`src/sv/mfhf_pkg.sv`:
```
// Package for the mesh frame header filter: header layout constants,
// result kind codes and the item/result structs. No dependencies.
`timescale 1ns / 1ps

package mfhf_pkg;

    localparam int unsigned RADIO_ADDR_BITS_DEF = 8;
    localparam int unsigned ID_W                = 32;
    localparam int unsigned POS_W               = 4;

    localparam logic [31:0] INIT_NODE_ID    = 32'h0000_0000;
    localparam logic [31:0] INIT_GATEWAY_ID = 32'h0000_0001;

    // header byte positions
    localparam logic [3:0] POS_DEST0 = 4'd0;
    localparam logic [3:0] POS_SRC0  = 4'd4;
    localparam logic [3:0] POS_TYPE  = 4'd8;
    localparam logic [3:0] POS_SUB   = 4'd9;
    localparam logic [3:0] HDR_LEN   = 4'd10;

    localparam logic [7:0] TYPE_ID   = 8'h01;
    localparam logic [7:0] SUB_OFFER = 8'h02;
    localparam logic [7:0] TYPE_FWD  = 8'h03;
    localparam logic [7:0] SUB_FWD   = 8'h00;

    // configuration register indexes
    localparam logic CFG_NODE_ID    = 1'b0;
    localparam logic CFG_GATEWAY_ID = 1'b1;

    typedef enum logic [2:0] {
        K_PAYLOAD  = 3'd0,
        K_EMPTY    = 3'd1,
        K_SHORT    = 3'd2,
        K_ASSIGNED = 3'd3,
        K_SAME     = 3'd4,
        K_IGNORED  = 3'd5
    } t_kind;

    typedef struct packed {
        logic [7:0] frame_byte;
        logic       frame_end;
    } t_in_item;

    typedef struct packed {
        logic             valid;
        t_kind            kind;
        logic [7:0]       payload_byte;
        logic [ID_W-1:0]  sender_id;
        logic             message_last;
        logic [ID_W-1:0]  node_id_now;
        logic [ID_W-1:0]  gateway_id_now;
    } t_result;

endpackage

```
`src/sv/mfhf_ifs.sv`:
```
// Valid/ready channel interfaces for the frame byte input and the result output.
// Depends on mfhf_pkg.
`timescale 1ns / 1ps

interface mfhf_frame_if;
    logic       valid;
    logic       ready;
    logic [7:0] frame_byte;
    logic       frame_end;

    modport source (output valid, output frame_byte, output frame_end, input ready);
    modport sink   (input valid, input frame_byte, input frame_end, output ready);
endinterface

interface mfhf_result_if;
    logic                      valid;
    logic                      ready;
    logic [2:0]                kind;
    logic [7:0]                payload_byte;
    logic [mfhf_pkg::ID_W-1:0] sender_id;
    logic                      message_last;
    logic [mfhf_pkg::ID_W-1:0] node_id_now;
    logic [mfhf_pkg::ID_W-1:0] gateway_id_now;

    modport source (output valid, output kind, output payload_byte, output sender_id,
                    output message_last, output node_id_now, output gateway_id_now,
                    input ready);
    modport sink   (input valid, input kind, input payload_byte, input sender_id,
                    input message_last, input node_id_now, input gateway_id_now,
                    output ready);
endinterface

```
`src/sv/mfhf_core.sv`:
```
// Header capture, frame classification and node/gateway ID state.
// Depends on mfhf_pkg.
`timescale 1ns / 1ps

module mfhf_core #(
    parameter int unsigned RADIO_ADDR_BITS = mfhf_pkg::RADIO_ADDR_BITS_DEF
) (
    input  logic                      i_clk,
    input  logic                      i_rst_n,
    input  logic                      i_step,
    input  mfhf_pkg::t_in_item        i_item,
    input  logic                      i_cfg_wr_en,
    input  logic                      i_cfg_index,
    input  logic [mfhf_pkg::ID_W-1:0] i_cfg_wdata,
    output mfhf_pkg::t_result         o_result
);

    localparam logic [mfhf_pkg::ID_W-1:0] LOW_MASK =
        {{(mfhf_pkg::ID_W - RADIO_ADDR_BITS){1'b0}}, {RADIO_ADDR_BITS{1'b1}}};

    logic [mfhf_pkg::ID_W-1:0]  r_node_id, n_node_id;
    logic [mfhf_pkg::ID_W-1:0]  r_gateway_id, n_gateway_id;
    logic [mfhf_pkg::POS_W-1:0] r_pos, n_pos;
    logic [31:0]                r_dest, n_dest;
    logic [31:0]                r_src, n_src;
    logic [7:0]                 r_type, n_type;
    logic [7:0]                 r_sub, n_sub;

    logic in_hdr;
    logic is_offer;
    logic is_fwd_here;
    logic [7:0] b;

    assign b      = i_item.frame_byte;
    assign in_hdr = (r_pos < mfhf_pkg::HDR_LEN);

    // header fields as they stand after this byte
    always_comb begin
        n_dest = r_dest;
        n_src  = r_src;
        n_type = r_type;
        n_sub  = r_sub;
        if (in_hdr) begin
            if (r_pos < mfhf_pkg::POS_SRC0) begin
                n_dest = (r_pos == mfhf_pkg::POS_DEST0) ? {24'd0, b} : {r_dest[23:0], b};
            end else if (r_pos < mfhf_pkg::POS_TYPE) begin
                n_src = (r_pos == mfhf_pkg::POS_SRC0) ? {24'd0, b} : {r_src[23:0], b};
            end else if (r_pos == mfhf_pkg::POS_TYPE) begin
                n_type = b;
            end else begin
                n_sub = b;
            end
        end
    end

    assign is_offer    = (n_type == mfhf_pkg::TYPE_ID) && (n_sub == mfhf_pkg::SUB_OFFER)
                         && (n_src == 32'd0);
    assign is_fwd_here = !is_offer && (n_dest == r_node_id)
                         && (n_type == mfhf_pkg::TYPE_FWD) && (n_sub == mfhf_pkg::SUB_FWD);

    always_comb begin
        n_node_id    = r_node_id;
        n_gateway_id = r_gateway_id;
        n_pos        = r_pos;

        o_result              = '0;
        o_result.kind         = mfhf_pkg::K_IGNORED;

        if (i_step) begin
            if (in_hdr) begin
                n_pos = r_pos + 4'd1;
            end
            if (i_item.frame_end) begin
                n_pos = '0;
            end

            if (!in_hdr && is_fwd_here) begin
                o_result.valid        = 1'b1;
                o_result.kind         = mfhf_pkg::K_PAYLOAD;
                o_result.payload_byte = b;
                o_result.sender_id    = n_src;
                o_result.message_last = i_item.frame_end;
            end else if (i_item.frame_end) begin
                o_result.valid = 1'b1;
                if (in_hdr && (r_pos < mfhf_pkg::POS_SUB)) begin
                    o_result.kind = mfhf_pkg::K_SHORT;
                end else if (is_offer) begin
                    if (n_dest != r_node_id) begin
                        n_node_id     = n_dest;
                        n_gateway_id  = (n_dest & ~LOW_MASK) | (r_gateway_id & LOW_MASK);
                        o_result.kind = mfhf_pkg::K_ASSIGNED;
                    end else begin
                        o_result.kind = mfhf_pkg::K_SAME;
                    end
                end else if (is_fwd_here) begin
                    // forward with header only
                    o_result.kind         = mfhf_pkg::K_EMPTY;
                    o_result.sender_id    = n_src;
                    o_result.message_last = 1'b1;
                end else begin
                    o_result.kind = mfhf_pkg::K_IGNORED;
                end
            end
        end

        o_result.node_id_now    = n_node_id;
        o_result.gateway_id_now = n_gateway_id;
    end

    always_ff @(posedge i_clk) begin
        if (!i_rst_n) begin
            r_node_id    <= mfhf_pkg::INIT_NODE_ID;
            r_gateway_id <= mfhf_pkg::INIT_GATEWAY_ID;
            r_pos        <= '0;
            r_dest       <= '0;
            r_src        <= '0;
            r_type       <= '0;
            r_sub        <= '0;
        end else if (i_cfg_wr_en) begin
            if (i_cfg_index == mfhf_pkg::CFG_NODE_ID) begin
                r_node_id <= i_cfg_wdata;
            end else begin
                r_gateway_id <= i_cfg_wdata;
            end
        end else if (i_step) begin
            r_node_id    <= n_node_id;
            r_gateway_id <= n_gateway_id;
            r_pos        <= n_pos;
            r_dest       <= n_dest;
            r_src        <= n_src;
            r_type       <= n_type;
            r_sub        <= n_sub;
        end
    end

endmodule

```
`src/sv/mesh_frame_header_filter.sv`:
```
// Top level of the mesh frame header filter: input register, core, result register.
// Depends on mfhf_pkg, mfhf_ifs (channel interfaces) and mfhf_core.
`timescale 1ns / 1ps

// Receive-side header filter. Frame bytes enter one per transaction on i_frame,
// the last byte of a frame flagged by frame_end. The first ten bytes are the header
// (dest ID and source ID, both big-endian, then type and subtype). Short frames are
// reported as dropped at their end. An ID offer (type 1/subtype 2, source 0)
// reassigns the node ID and re-prefixes the gateway ID at frame end; a forward
// (3/0) to this node yields one result per payload byte tagged with the source ID;
// or an empty one if it has none; anything else is reported as ignored at its end.
// Header bytes give no result unless they end the frame. Each byte passes one input
// register, then one result register. Throughput: one byte per clock unless a
// result waits for o_result.ready, during which the core holds its byte, whether
// or not that byte makes a result; the input register takes at most one more byte
// and then i_frame.ready drops. Config writes (index 0 node ID, index 1 gateway ID)
// take effect the next clock and must only be issued while the block is idle.

module mesh_frame_header_filter #(
    parameter int unsigned RADIO_ADDR_BITS = mfhf_pkg::RADIO_ADDR_BITS_DEF
) (
    input  logic                      i_clk,
    input  logic                      i_rst_n,
    input  logic                      i_cfg_wr_en,
    input  logic                      i_cfg_index,
    input  logic [mfhf_pkg::ID_W-1:0] i_cfg_wdata,
    mfhf_frame_if.sink                i_frame,
    mfhf_result_if.source             o_result
);

    // input stage
    logic               r_in_vld, n_in_vld;
    mfhf_pkg::t_in_item r_in_item;

    // result stage
    logic               r_out_vld, n_out_vld;
    mfhf_pkg::t_result  r_out;
    mfhf_pkg::t_result  core_res;

    logic adv;   // input stage hands its byte to the core this cycle

    assign adv           = r_in_vld && (!r_out_vld || o_result.ready);
    assign i_frame.ready = !r_in_vld || adv;

    assign n_in_vld  = (i_frame.valid && i_frame.ready) || (r_in_vld && !adv);
    // a held result only clears when taken; adv implies the register is free or being taken
    assign n_out_vld = (adv && core_res.valid) || (r_out_vld && !o_result.ready);

    mfhf_core #(
        .RADIO_ADDR_BITS (RADIO_ADDR_BITS)
    ) u_core (
        .i_clk       (i_clk),
        .i_rst_n     (i_rst_n),
        .i_step      (adv),
        .i_item      (r_in_item),
        .i_cfg_wr_en (i_cfg_wr_en),
        .i_cfg_index (i_cfg_index),
        .i_cfg_wdata (i_cfg_wdata),
        .o_result    (core_res)
    );

    // control
    always_ff @(posedge i_clk) begin
        if (!i_rst_n) begin
            r_in_vld  <= 1'b0;
            r_out_vld <= 1'b0;
        end else begin
            r_in_vld  <= n_in_vld;
            r_out_vld <= n_out_vld;
        end
    end

    // payload
    always_ff @(posedge i_clk) begin
        if (i_frame.valid && i_frame.ready) begin
            r_in_item.frame_byte <= i_frame.frame_byte;
            r_in_item.frame_end  <= i_frame.frame_end;
        end
        if (adv && core_res.valid) begin
            r_out <= core_res;
        end
    end

    assign o_result.valid          = r_out_vld;
    assign o_result.kind           = r_out.kind;
    assign o_result.payload_byte   = r_out.payload_byte;
    assign o_result.sender_id      = r_out.sender_id;
    assign o_result.message_last   = r_out.message_last;
    assign o_result.node_id_now    = r_out.node_id_now;
    assign o_result.gateway_id_now = r_out.gateway_id_now;

endmodule
```
`src/flat_wrapper.sv`:
```
// flat-port wrapper written by rule: the top's interface ports become plain ports
module mesh_frame_header_filter_flat 
#(
    parameter int unsigned RADIO_ADDR_BITS = mfhf_pkg::RADIO_ADDR_BITS_DEF
)
  (i_clk, i_rst_n, i_cfg_wr_en, i_cfg_index, i_cfg_wdata, i_frame_valid, i_frame_frame_byte, i_frame_frame_end, i_frame_ready, o_result_valid, o_result_kind, o_result_payload_byte, o_result_sender_id, o_result_message_last, o_result_node_id_now, o_result_gateway_id_now, o_result_ready);
  mfhf_frame_if i_frame_i ();
  mfhf_result_if o_result_i ();
  input  logic i_clk;
  input  logic i_rst_n;
  input  logic i_cfg_wr_en;
  input  logic i_cfg_index;
  input  logic [mfhf_pkg::ID_W-1:0] i_cfg_wdata;
  input wire logic [$bits(i_frame_i.valid)-1:0] i_frame_valid;
  input wire logic [$bits(i_frame_i.frame_byte)-1:0] i_frame_frame_byte;
  input wire logic [$bits(i_frame_i.frame_end)-1:0] i_frame_frame_end;
  output wire logic [$bits(i_frame_i.ready)-1:0] i_frame_ready;
  output wire logic [$bits(o_result_i.valid)-1:0] o_result_valid;
  output wire logic [$bits(o_result_i.kind)-1:0] o_result_kind;
  output wire logic [$bits(o_result_i.payload_byte)-1:0] o_result_payload_byte;
  output wire logic [$bits(o_result_i.sender_id)-1:0] o_result_sender_id;
  output wire logic [$bits(o_result_i.message_last)-1:0] o_result_message_last;
  output wire logic [$bits(o_result_i.node_id_now)-1:0] o_result_node_id_now;
  output wire logic [$bits(o_result_i.gateway_id_now)-1:0] o_result_gateway_id_now;
  input wire logic [$bits(o_result_i.ready)-1:0] o_result_ready;
  assign i_frame_i.valid = i_frame_valid;
  assign i_frame_i.frame_byte = i_frame_frame_byte;
  assign i_frame_i.frame_end = i_frame_frame_end;
  assign i_frame_ready = i_frame_i.ready;
  assign o_result_valid = o_result_i.valid;
  assign o_result_kind = o_result_i.kind;
  assign o_result_payload_byte = o_result_i.payload_byte;
  assign o_result_sender_id = o_result_i.sender_id;
  assign o_result_message_last = o_result_i.message_last;
  assign o_result_node_id_now = o_result_i.node_id_now;
  assign o_result_gateway_id_now = o_result_i.gateway_id_now;
  assign o_result_i.ready = o_result_ready;
  mesh_frame_header_filter #(.RADIO_ADDR_BITS(RADIO_ADDR_BITS)) u_core (.i_clk(i_clk), .i_rst_n(i_rst_n), .i_cfg_wr_en(i_cfg_wr_en), .i_cfg_index(i_cfg_index), .i_cfg_wdata(i_cfg_wdata), .i_frame(i_frame_i), .o_result(o_result_i));
endmodule
```
`config.mk`:
```
export PLATFORM = sky130hd
export DESIGN_NAME = mesh_frame_header_filter_flat
export DESIGN_NICKNAME = d
export VERILOG_FILES = /design/src/sv/mfhf_pkg.sv /design/src/sv/mfhf_ifs.sv /design/src/sv/mfhf_core.sv /design/src/sv/mesh_frame_header_filter.sv /design/src/flat_wrapper.sv
export SDC_FILE = /design/constraint.sdc
export NUM_CORES = 1
export LEC_CHECK = 0
export ABC_AREA = 1
export BUFFER_PORTS_ARGS = -buffer_cell sky130_fd_sc_hd__buf_2
export CAP_MARGIN = 20
export CORE_MARGIN = 5
export CORE_UTILIZATION = 30
export CTS_CLUSTER_DIAMETER = 80
export DETAILED_ROUTE_END_ITERATION = 8
export MAX_ROUTING_LAYER = met4
export SETUP_SLACK_MARGIN = 0.1
export SYNTH_ARGS = -nofsm -noshare
export SYNTH_HDL_FRONTEND = slang
export SYNTH_SLANG_ARGS = --single-unit
```
`constraint.sdc`:
```
create_clock -name i_clk -period 5.85 [get_ports i_clk]
set_input_delay 0.585 -clock i_clk [delete_from_list [all_inputs] [get_ports i_clk]]
set_output_delay 0.585 -clock i_clk [all_outputs]
set_load 0.03 [all_outputs]
```
==> reports/qor.csv, run 1 <==
metric;value;unit
worst-path fanout max;41;
CORE AREA;41000;um2
width of the chip;214;um
die area;45800;um2
hold path endpoint;u_core.r_in_item[1]$_DFFE_PP_;
Synthesized Nets;1687;
layout cell share with drive strength beyond 1;13.4;%
Register-to-Register Setup Slack;1270;ps
Final TNS setup;0;ps
DRT Pass-1 Iters;5;
Crit path largest cell delay;740;ps
WP data arrival;4790;ps
number of fillers in the final layout;4252;
WL per Instance;16.1;um
Setup crit end kind;register;
RSZ-0062 raised after global routing;false;
drt initial violations;858;
H-tree Lvls;1;
global-route wire length before repair;58.7;mm
Hold Path Class;input port to register;
PwrDens;301;nW/um2
critical path launch point type;register;
fin crit period;4580;ps
Initial Util;30.4;%
YS warnings;0;
Syn Inst Count;1637;
Post-CTS Setup Inserts;0;
pin slew with the least headroom to its limit;990;ps
GRT overflow;0;
Final Non-Filler Cells;2311;
max-cap viol count;0;
fmax;218;MHz
R2R depth;16;
initial antenna violation count;8;
DP HPWL;25.5;mm
total power draw;4.44;mW
num rows;74;
Hold Vio Cnt, Final;0;
Num Clock Sinks;267;
synthesis-to-finish area growth;18.1;%
post-synthesis area per instance;7.62;um2
outcome;completed;
Mapped Area;12500;um2
Cell variety after synth;31;
Port Buf Inserts;156;
R2R Path End;u_core.o_result.sender_id[5]$_SDFFCE_PN0P_;
relative slew slack;34.0;%
Worst-Skew Late Latency;560;ps
Clk pin slew, worst setup/hold paths;70;ps
most used cell, CP;nand2_1;
CTS resizes;0;
DRT antenna net count;0;
Leak;6.61;nW
largest net degree at the start of global routing;102;
gr usage total;15.9;%
worst-path cell chain;inv_1, ha_1, clkinv_1, nand3_1, nand3b_1, nand2_1, nand2_1, nor2_1, nand2_1, nor2_1, nand2_2, nor3_2, nand3_1, buf_4, nand2_4, buf_4;
Hold Path Stages;1;
clock buffer depth;3;
Max VDD drop;0.191;mV
Hold Crit Start;i_frame_frame_byte[0];
wirelength, routed;37.1;mm
vias in the first global route;10530;
Clock Skew;20.5;ps
die height;214;um
design area;14700;um2
Final Max Tran Viols;0;
Post-DP Area;13700;um2
sequential-to-total area share from yosys stat;52.2;%
drt drc;0;
routed vias;11241;
num ports;157;
Hold-fix buffers, CTS;0;
part of the cycle the worst path needs;78.4;%
slowest CP cell;clkinv_1;
FF-to-FF Start;u_core.u_core.r_pos[1]$_SDFFE_PN0P_;
crit path kind;register to register;
# setup viols final;0;
TritonCTS Buffers;27;
clk root buf;clkbuf_16;
hold_ws;204;ps
CTS tree;yes;
placed insts;2251;
Yosys reg bits;267;
nets;1800;
number of vias per cell;4.86;
worst endpoint required time;6060;ps
Final GP Congestion;0.853;
worst max-delay path by stage:
| stage | start | endpoint | slack, ps | cells after the start |
|---|---|---|---|---|
| 6_report | u_core.u_core.r_pos[1]$_SDFFE_PN0P_ | u_core.o_result.sender_id[5]$_SDFFCE_PN0P_ | 1270 | 16 |
| 5_1_grt | u_core.u_core.r_pos[1]$_SDFFE_PN0P_ | u_core.o_result.sender_id[5]$_SDFFCE_PN0P_ | 800 | 16 |
| 4_1_cts | u_core.u_core.r_pos[1]$_SDFFE_PN0P_ | u_core.o_result.sender_id[0]$_SDFFCE_PN0P_ | 1190 | 16 |
| 3_5_place_dp | u_core.u_core.r_pos[1]$_SDFFE_PN0P_ | u_core.o_result.sender_id[5]$_SDFFCE_PN0P_ | 1250 | 16 |
| 3_3_place_gp | u_core.u_core.r_pos[1]$_SDFFE_PN0P_ | u_core.o_result.sender_id[0]$_SDFFCE_PN0P_ | 1420 | 16 |
| 2_1_floorplan | u_core.u_core.r_pos[1]$_SDFFE_PN0P_ | u_core.o_result.gateway_id_now[0]$_DFFE_PP_ | 850 | 17 |
sequential cells by signal, summed over array words and instances, names as in the netlist:
name,flops
u_core.o_result.payload_byte,8
u_core.o_result.kind,3
u_core.r_in_item,9
u_core.u_core.r_src,32
u_core.u_core.r_dest,32
u_core.u_core.r_gateway_id,32
u_core.o_result.gateway_id_now,32
u_core.o_result.sender_id,32
u_core.u_core.r_pos,4
u_core.u_core.r_type,8
u_core.r_in_vld,1
u_core.u_core.r_node_id,32
u_core.u_core.r_sub,8
u_core.o_result.node_id_now,32
u_core.o_result.message_last,1
u_core.o_result.valid,1
layout make-up:
cell class | instances | area (um2) | share of cell area, %
multi-input cells | 1125 | 5000 | 33.9
inverters | 151 | 567 | 3.85
well taps | 532 | 666 | 4.52
clock buffers | 37 | 796 | 5.40
clock inverters | 13 | 179 | 1.21
diodes | 8 | 20.0 | 0.136
repair buffers | 178 | 998 | 6.77
flip-flops and latches | 267 | 6520 | 44.2
critical path: cells and delay by family (launching register included):
kind	cells	cell delay, ps
adder cells (fa/ha/maj)	1	410
AND/OR/NAND/NOR	11	1870
flip-flops	1	350
buffers and inverters	4	1530
synthesized netlist by cell type:
master | instances | share of area (%)
inv_2 | 3 | 0.090
clkbuf_1 | 63 | 1.9
inv_1 | 146 | 4.4
nand4_1 | 35 | 1.8
nor2_2 | 3 | 0.15
buf_1 | 6 | 0.18
o21ai_2 | 1 | 0.070
nor3_1 | 2 | 0.080
a211oi_1 | 2 | 0.12
nand3_1 | 61 | 2.4
buf_2 | 16 | 0.64
nand2_1 | 509 | 15
nor2_1 | 155 | 4.7
nand3b_1 | 24 | 1.4
o31ai_1 | 1 | 0.060
dfxtp_1 | 150 | 24
buf_4 | 5 | 0.30
o21ai_0 | 157 | 6.3
a21oi_1 | 140 | 5.6
nand2_2 | 2 | 0.10
o211ai_1 | 1 | 0.060
clkinv_1 | 2 | 0.060
ha_1 | 3 | 0.30
buf_6 | 4 | 0.36
nor3_2 | 1 | 0.080
nor3b_1 | 1 | 0.060
o21a_1 | 2 | 0.12
a21boi_0 | 1 | 0.060
edfxtp_1 | 117 | 28
o21ai_1 | 15 | 0.60
a31oi_1 | 9 | 0.45
logic make-up after synthesis:
kind of cell               synth area share [%]
adders and majority gates                 0.301
AOI/OAI and AO/OA                          13.5
DFF                                        52.2
buffers and inverters                      7.92
and+or+nand+nor                            26.1
cell usage in the layout, fill, tap and decap left out, types with 24 or more instances in the layout:
master and count:
nand3_1 60, nand2_1 508, nor2_1 153, inv_1 146, edfxtp_1 117, clkbuf_16 29
o21ai_0 157, buf_2 156, a21oi_1 139, dfxtp_1 150, nand3b_1 24, nand4_1 35
per-layer routing:
layer  GRT usage, %  vias to the layer above  part of all wire, %
li1               -                     5586                    -
met1           22.0                     5264                   47
met2           23.3                      344                   43
met3           3.88                       47                  7.8
met4           4.23                        0                  2.1
met5              -                        -                    0
stage by stage:
stage	utilization [%]	setup slack (ps)
after floorplan	-	849
after CTS	35.8	1190
final	35.9	1270
after global placement	33.4	1420
after global routing	35.9	799
after detailed placement	33.4	1250
report_power, final:
part,switching (mW),internal [mW]
sequential,0.0623,2.04
clock,0.760,1.13
combinational,0.306,0.137
Note: power is estimated with default switching activity, not from simulation.
==> run 2: changes to the inputs <==
Clock period 5.85 ns to 4.63 ns, I/O delays scaled along.
==> run 2 against run 1 <==
Compared with the run above: clock power increased by 22%; worst hold slack got worse by 120 ps; fmax increased by 15%; flip-flop and latch count is the same; via count fell by 0.95%.
==> reports/qor.csv, run 2 (synthesis gave the netlist of run 1 again) <==
metric;value;unit;change
outcome;completed;;unchanged
max-cap viol count;0;;unchanged
number of vias per cell;4.81;;was 4.86
Max VDD drop;0.234;mV;was 0.191 mV
largest net degree at the start of global routing;102;;unchanged
routing usage on met1;22.4;%;was 22.0%
clk root buf;clkbuf_16;;unchanged
hold path endpoint;u_core.r_in_item[2]$_DFFE_PP_;;was u_core.r_in_item[1]$_DFFE_PP_
Crit path max-delay family;buffers and inverters;;was simple AND/OR/NAND/NOR gates
DP HPWL;25.5;mm;about the same
gr usage total;15.8;%;was 15.9%
Port Buf Inserts;156;;unchanged
nets;1803;;was 1,800
CORE AREA;41000;um2;unchanged
RSZ-0062 raised after global routing;false;;unchanged
critical path launch point type;register;;unchanged
GRT busiest layer;met2;;unchanged
layout cell share with drive strength beyond 1;13.2;%;was 13.4%
worst-path cell chain;inv_1, ha_1, clkinv_1, buf_4, nand2_1, nand2_1, nand3_1, nand2_1, inv_1, nand2_1, nor2_1, nand2_1, nor2_1, nand2_2, nor3_2, nand3_1, buf_4, nand2_4, buf_4;;was inv_1, ha_1, clkinv_1, nand3_1, nand3b_1, nand2_1, nand2_1, nor2_1, nand2_1, nor2_1, nand2_2, nor3_2, nand3_1, buf_4, nand2_4, buf_4
Buf/Inv on CP;6;;was 4
worst endpoint required time;4850;ps;was 6060 ps
Hold Path Class;input port to register;;unchanged
Final Non-Filler Cells;2314;;was 2,311
Hold-fix buffers, CTS;0;;unchanged
DRT antenna net count;0;;unchanged
grt met2 use;22.9;%;was 23.3%
die area;45800;um2;unchanged
global routing usage on met3;3.68;%;was 3.88%
global-route wire length before repair;59.0;mm;was 58.7 mm
commonest cells after routing, fill and taps aside;508 x nand2_1, 157 x o21ai_0, 156 x buf_2, 153 x nor2_1, 150 x dfxtp_1;;unchanged
Clock Skew;17.0;ps;was 20.5 ps
slowest CP cell;clkinv_1;;unchanged
Leak;6.60;nW;was 6.61 nW
# setup viols final;0;;unchanged
FF-to-FF Start;u_core.u_core.r_pos[1]$_SDFFE_PN0P_;;unchanged
Post-CTS Setup Inserts;0;;unchanged
Hold Vio Cnt, Final;0;;unchanged
fin crit period;3980;ps;was 4580 ps
vias in the first global route;10575;;was 10,530
H-tree Lvls;1;;unchanged
relative slew slack;37.5;%;was 34.0%
Worst-Skew Late Latency;550;ps;was 560 ps
Hold Path Stages;1;;unchanged
CTS resizes;0;;unchanged
Final TNS setup;0;ps;unchanged
Hold Crit Start;i_frame_frame_byte[1];;was i_frame_frame_byte[0]
routed vias;11134;;was 11,241
PwrDens;376;nW/um2;was 301 nW/um2
synthesis-to-finish area growth;17.8;%;was 18.1%
Setup crit end kind;register;;unchanged
GRT overflow;0;;unchanged
initial antenna violation count;8;;unchanged
clock buffer depth;3;;unchanged
Clk pin slew, worst setup/hold paths;70;ps;about the same
drt drc;0;;unchanged
WL per Instance;15.9;um;was 16.1 um
Num Clock Sinks;267;;unchanged
R2R depth;19;;was 16
num rows;74;;unchanged
pin slew with the least headroom to its limit;938;ps;was 990 ps
fmax;251;MHz;was 218 MHz
Final GP Congestion;0.867;;was 0.853
die height;214;um;unchanged
Register-to-Register Setup Slack;650;ps;was 1270 ps
Crit path largest cell delay;470;ps;was 740 ps
placed insts;2255;;was 2,251
total power draw;5.53;mW;was 4.44 mW
R2R Path End;u_core.o_result.sender_id[21]$_SDFFCE_PN0P_;;was u_core.o_result.sender_id[5]$_SDFFCE_PN0P_
Final Max Tran Viols;0;;unchanged
number of fillers in the final layout;4299;;was 4,252
worst-path fanout max;25;;was 41
Initial Util;30.4;%;unchanged
commonest non-fill, non-tap cell in the layout;nand2_1;;unchanged
WP data arrival;4200;ps;was 4790 ps
final core occ;35.8;%;was 35.9%
width of the chip;214;um;unchanged
crit path kind;register to register;;unchanged
drt initial violations;874;;was 858
TritonCTS Buffers;28;;was 27
CTS tree;yes;;unchanged
DRT Pass-1 Iters;5;;unchanged
most used cell, CP;nand2_1;;unchanged
wirelength, routed;36.8;mm;was 37.1 mm
part of the cycle the worst path needs;85.9;%;was 78.4%
num ports;157;;unchanged
==> run 2: cell count changes in the layout (fill, tap and decap cells not counted) <==
cell | previous run | this run
clkbuf_1 | 4 | 10
buf_12 | 1 | 3
buf_16 | 2 | 0
buf_4 | 19 | 21
clkbuf_8 | 4 | 2
clkinvlp_4 | 3 | 1
inv_6 | 2 | 0
bufinv_16 | 4 | 3
clkbuf_16 | 29 | 30
clkinv_1 | 3 | 4
==> run 2: cell type report <==
cell class              count  area [um2]  area share [%]
flip-flops and latches    267        6520            44.3
clock buffers              42         816            5.55
clock inverters             9         120           0.817
multi-input cells        1125        5000            34.0
diodes                      8        20.0           0.136
repair buffers            180         998            6.79
well taps                 532         666            4.53
inverters                 151         567            3.86
==> run 2: through the flow <==
step                      hold WS (ps)  setup WS [ps]  area [um2]
after detailed placement           416            650       13700
after global routing              72.5            275       14700
after global placement             418            834       13700
after CTS                         54.8            604       14700
after floorplan                    409            633       12500
final                             86.3            652       14700
==> run 2: metal layers <==
layer | share of wire, % | vias to the layer above
met2 | 43 | 335
met4 | 1.9 | 0
met1 | 48 | 5150
met5 | 0 | -
li1 | - | 5598
met3 | 7.2 | 51
==> run 2: worst max path at each step <==
stage                                              from                                           to  slack [ps]  depth (start not counted)
detailed placement  u_core.u_core.r_pos[1]$_SDFFE_PN0P_  u_core.o_result.sender_id[29]$_SDFFCE_PN0P_         650                         19
finish              u_core.u_core.r_pos[1]$_SDFFE_PN0P_  u_core.o_result.sender_id[21]$_SDFFCE_PN0P_         650                         19
CTS                 u_core.u_core.r_pos[1]$_SDFFE_PN0P_  u_core.o_result.sender_id[29]$_SDFFCE_PN0P_         600                         19
global route        u_core.u_core.r_pos[1]$_SDFFE_PN0P_  u_core.o_result.sender_id[16]$_SDFFCE_PN0P_         280                         19
global placement    u_core.u_core.r_pos[1]$_SDFFE_PN0P_  u_core.o_result.sender_id[24]$_SDFFCE_PN0P_         830                         19
floorplan           u_core.u_core.r_pos[1]$_SDFFE_PN0P_  u_core.o_result.gateway_id_now[0]$_DFFE_PP_         630                         17
==> run 2: power by group <==
part	internal (mW)	leakage (nW)	total [mW]	switching, mW
sequential	2.58	2.33	2.66	0.0788
clock	1.38	0.453	2.31	0.932
combinational	0.172	3.82	0.559	0.387
total	4.13	6.60	5.53	1.40
==> run 3: changes to the inputs <==
Settings changed: CORE_MARGIN 5 to not set, HOLD_SLACK_MARGIN set to 0.1, SYNTH_HIERARCHICAL set to 1.
==> run 3 against run 2 <==
Compared with the run above: critical path depth is 2 lower; cell count is 2.9% higher; register-to-register slack worse by 110 ps; sequential share of layout area is 1.0 points lower; setup slack worse by 110 ps; global-route usage is 1.0 points higher; flip-flop and latch count stayed put; worst hold slack better by 38 ps; synthesized cell count is 3.8% higher; via count is 1.9% higher; critical endpoint is now u_core/o_result.gateway_id_now[11]$_DFFE_PP_; largest cell class unchanged; largest power group unchanged.
==> reports/qor.csv, run 3 <==
metric;value;unit;change
outcome;completed;;unchanged
CTS resizes;0;;unchanged
count leader, synth;nand2_1;;unchanged
crit path kind;register to register;;unchanged
WL per Instance;15.2;um;was 15.9 um
number of vias per cell;4.76;;was 4.81
Synth area leader;edfxtp_1;;unchanged
PwrDens;368;nW/um2;was 376 nW/um2
GRT overflow;0;;unchanged
Hold-fix buffers, CTS;5;;was 0
CORE AREA;41900;um2;was 41,000 um2
clock network power share;43.0;%;was 41.8%
layout cell share with drive strength beyond 1;13.8;%;was 13.2%
Post-DP Area;14000;um2;was 13,700 um2
DRT Pass-1 Iters;5;;unchanged
Synth top area share;27.6;%;was 28.2%
Async S/R FF share, synth;0;%;unchanged
clock buffer depth;3;;unchanged
post-synthesis area per instance;7.48;um2;was 7.62 um2
Mapped Area;12700;um2;was 12,500 um2
Crit path largest cell delay;550;ps;was 470 ps
RSZ-0062 raised after global routing;false;;unchanged
synthesis-to-finish area growth;18.3;%;was 17.8%
global-route wire length before repair;57.1;mm;was 59.0 mm
die area;43200;um2;was 45,800 um2
Final GP Congestion;0.871;;was 0.867
R2R Path End;u_core/o_result.gateway_id_now[11]$_DFFE_PP_;;was u_core.o_result.sender_id[21]$_SDFFCE_PN0P_
Initial Util;30.4;%;about the same
Hold Path Class;input port to register;;unchanged
clk root buf;clkbuf_16;;unchanged
# setup viols final;0;;unchanged
internal power;4.14;mW;was 4.13 mW
Hold Vio Cnt, Final;0;;unchanged
Syn Inst Count;1700;;was 1,637
Clk pin slew, worst setup/hold paths;60;ps;was 70 ps
fmax;244;MHz;was 251 MHz
Port Buf Inserts;156;;unchanged
sequential share of power;47.5;%;was 48.1%
H-tree Lvls;1;;unchanged
die height;208;um;was 214 um
width of the chip;208;um;was 214 um
Max VDD drop;0.248;mV;was 0.234 mV
design area;15100;um2;was 14,700 um2
initial antenna violation count;0;;was 8
wirelength, routed;36.3;mm;was 36.8 mm
Hold Path Stages;1;;unchanged
Post-CTS Setup Inserts;0;;unchanged
pin slew with the least headroom to its limit;921;ps;was 938 ps
placed insts;2320;;was 2,255
final core occ;36.0;%;was 35.8%
num rows;75;;was 74
Final Max Tran Viols;0;;unchanged
sw frac;25.4;%;was 25.3%
WP data arrival;4290;ps;was 4200 ps
worst-path cell chain;inv_2, nand2_2, nand2_1, nand2_1, nand2_1, nand2_1, nand2_1, nor2_1, nand2_1, nor2_1, nand2_2, inv_2, nand4_1, nand2_1, inv_2, nor3_4, buf_4;;was inv_1, ha_1, clkinv_1, buf_4, nand2_1, nand2_1, nand3_1, nand2_1, inv_1, nand2_1, nor2_1, nand2_1, nor2_1, nand2_2, nor3_2, nand3_1, buf_4, nand2_4, buf_4
Worst-Skew Late Latency;570;ps;was 550 ps
Yosys reg bits;267;;unchanged
combinational share of power;9.5;%;was 10.1%
sequential-to-total area share from yosys stat;51.2;%;was 52.2%
most used cell, CP;nand2_1;;unchanged
worst endpoint required time;4830;ps;was 4850 ps
fin crit period;4090;ps;was 3980 ps
critical path launch point type;register;;unchanged
FF-to-FF Start;u_core/u_core/r_pos[2]$_SDFFE_PN0P_;;was u_core.u_core.r_pos[1]$_SDFFE_PN0P_
Register-to-Register Setup Slack;540;ps;was 650 ps
drt drc;0;;unchanged
Post-synth EDFFs;117;;unchanged
Cell variety after synth;32;;was 31
vias in the first global route;10546;;was 10,575
drt initial violations;828;;was 874
Final Non-Filler Cells;2382;;was 2,314
ys flop type;dfxtp_1;;unchanged
synth cell count leaders;453 x nand2_1, 255 x inv_1, 180 x o21ai_0, 163 x nor2_1, 150 x dfxtp_1;;was 509 x nand2_1, 157 x o21ai_0, 155 x nor2_1, 150 x dfxtp_1, 146 x inv_1
Hold Crit Start;i_frame_frame_byte[2];;was i_frame_frame_byte[1]
slowest CP cell;nand2_2;;was clkinv_1
routed vias;11349;;was 11,134
CTS tree;yes;;unchanged
DP HPWL;25.1;mm;was 25.5 mm
part of the cycle the worst path needs;88.3;%;was 85.9%
YS warnings;6;;was 0
commonest non-fill, non-tap cell in the layout;nand2_1;;unchanged
number of diodes;0;;was 8
relative slew slack;38.4;%;was 37.5%
num ports;157;;unchanged
Setup crit end kind;register;;unchanged
net switching power;1.41;mW;was 1.40 mW
R2R depth;17;;was 19
number of fillers in the final layout;4363;;was 4,299
worst-path fanout max;44;;was 25
largest net degree at the start of global routing;65;;was 102
Clock Skew;24.0;ps;was 17.0 ps
Synthesized Nets;1750;;was 1,687
Leak;6.90;nW;was 6.60 nW
nets;1870;;was 1,803
TritonCTS Buffers;29;;was 28
hold path endpoint;u_core/r_in_item[3]$_DFFE_PP_;;was u_core.r_in_item[2]$_DFFE_PP_
DRT antenna net count;0;;unchanged
largest cells by area after synthesis;edfxtp_1 28%, dfxtp_1 24%, nand2_1 13%, inv_1 7.5%, o21ai_0 7.1%;;was edfxtp_1 28%, dfxtp_1 24%, nand2_1 15%, o21ai_0 6.3%, a21oi_1 5.6%
max-cap viol count;0;;unchanged
Num Clock Sinks;267;;unchanged
commonest cells after routing, fill and taps aside;449 x nand2_1, 252 x inv_1, 170 x o21ai_0, 160 x nor2_1, 156 x buf_2;;was 508 x nand2_1, 157 x o21ai_0, 156 x buf_2, 153 x nor2_1, 150 x dfxtp_1
gr usage total;16.8;%;was 15.8%
run 3: cell type report:
cell class / instances / area, um2 / area share, %
Timing Repair Buffer: 185 / 1050 / 6.97
Multi-Input combinational cell: 1076 / 4850 / 32.2
Clock inverter: 18 / 201 / 1.34
Tap cell: 539 / 674 / 4.48
Clock buffer: 36 / 772 / 5.13
Inverter: 261 / 983 / 6.53
Sequential cell: 267 / 6520 / 43.3
run 3: worst max path at each step:
stage	from	endpoint	slack, ps	cells after the start
after floorplan	u_core/u_core/r_pos[1]$_SDFFE_PN0P_	u_core/o_result.gateway_id_now[0]$_DFFE_PP_	-490	15
after global placement	u_core/u_core/r_pos[3]$_SDFFE_PN0P_	u_core/o_result.gateway_id_now[29]$_DFFE_PP_	660	17
after detailed placement	u_core/u_core/r_pos[3]$_SDFFE_PN0P_	u_core/o_result.node_id_now[29]$_DFFE_PP_	580	17
after CTS	u_core/u_core/r_pos[2]$_SDFFE_PN0P_	u_core/o_result.gateway_id_now[11]$_DFFE_PP_	560	17
after global routing	u_core/u_core/r_pos[2]$_SDFFE_PN0P_	u_core/o_result.node_id_now[28]$_DFFE_PP_	210	17
final	u_core/u_core/r_pos[2]$_SDFFE_PN0P_	u_core/o_result.gateway_id_now[11]$_DFFE_PP_	540	17
run 3: power groups by stage:
| stage | sequential (mW) | combinational, mW | clock (mW) |
|---|---|---|---|
| after floorplan | 2.68 | 0.354 | 0 |
| after global placement | 2.68 | 0.505 | 0 |
| after detailed placement | 2.68 | 0.514 | 0 |
| after CTS | 2.63 | 0.520 | 2.45 |
| after global routing | 2.64 | 0.601 | 2.52 |
| final | 2.63 | 0.526 | 2.38 |
run 3: stage by stage:
stage                     setup TNS (ps)  setup slack [ps]  hold slack (ps)  power [mW]
after floorplan                   -53330              -494              443        3.03
after global placement                 0               662              414        3.18
after detailed placement               0               582              418        3.19
after CTS                              0               557              106        5.59
after global routing                   0               205              102        5.76
final                                  0               540              124        5.54
run 3: cells by family (layout without fill, tap and decap cells):
kind of cell	count (synthesis)	count (layout)	share of synthesized area (%)
buffers and inverters	357	500	11.2
flip-flops	267	267	51.2
adder cells (fa/ha/maj)	3	3	0.295
AO/OA/AOI/OAI	337	337	13.6
AND/OR/NAND/NOR	736	736	23.7
run 3: critical path: cells and delay by family, from the launching register on:
kind / cells / cell delay [ps]
buffers and inverters: 4 / 810
flip-flops: 1 / 510
AND/OR/NAND/NOR: 13 / 2320
run 3: layer usage:
layer | share of wire, % | GRT usage, %
met5 | 0 | -
met2 | 45 | 25.8
met3 | 5.2 | 2.31
met4 | 1.5 | 3.81
met1 | 49 | 23.5
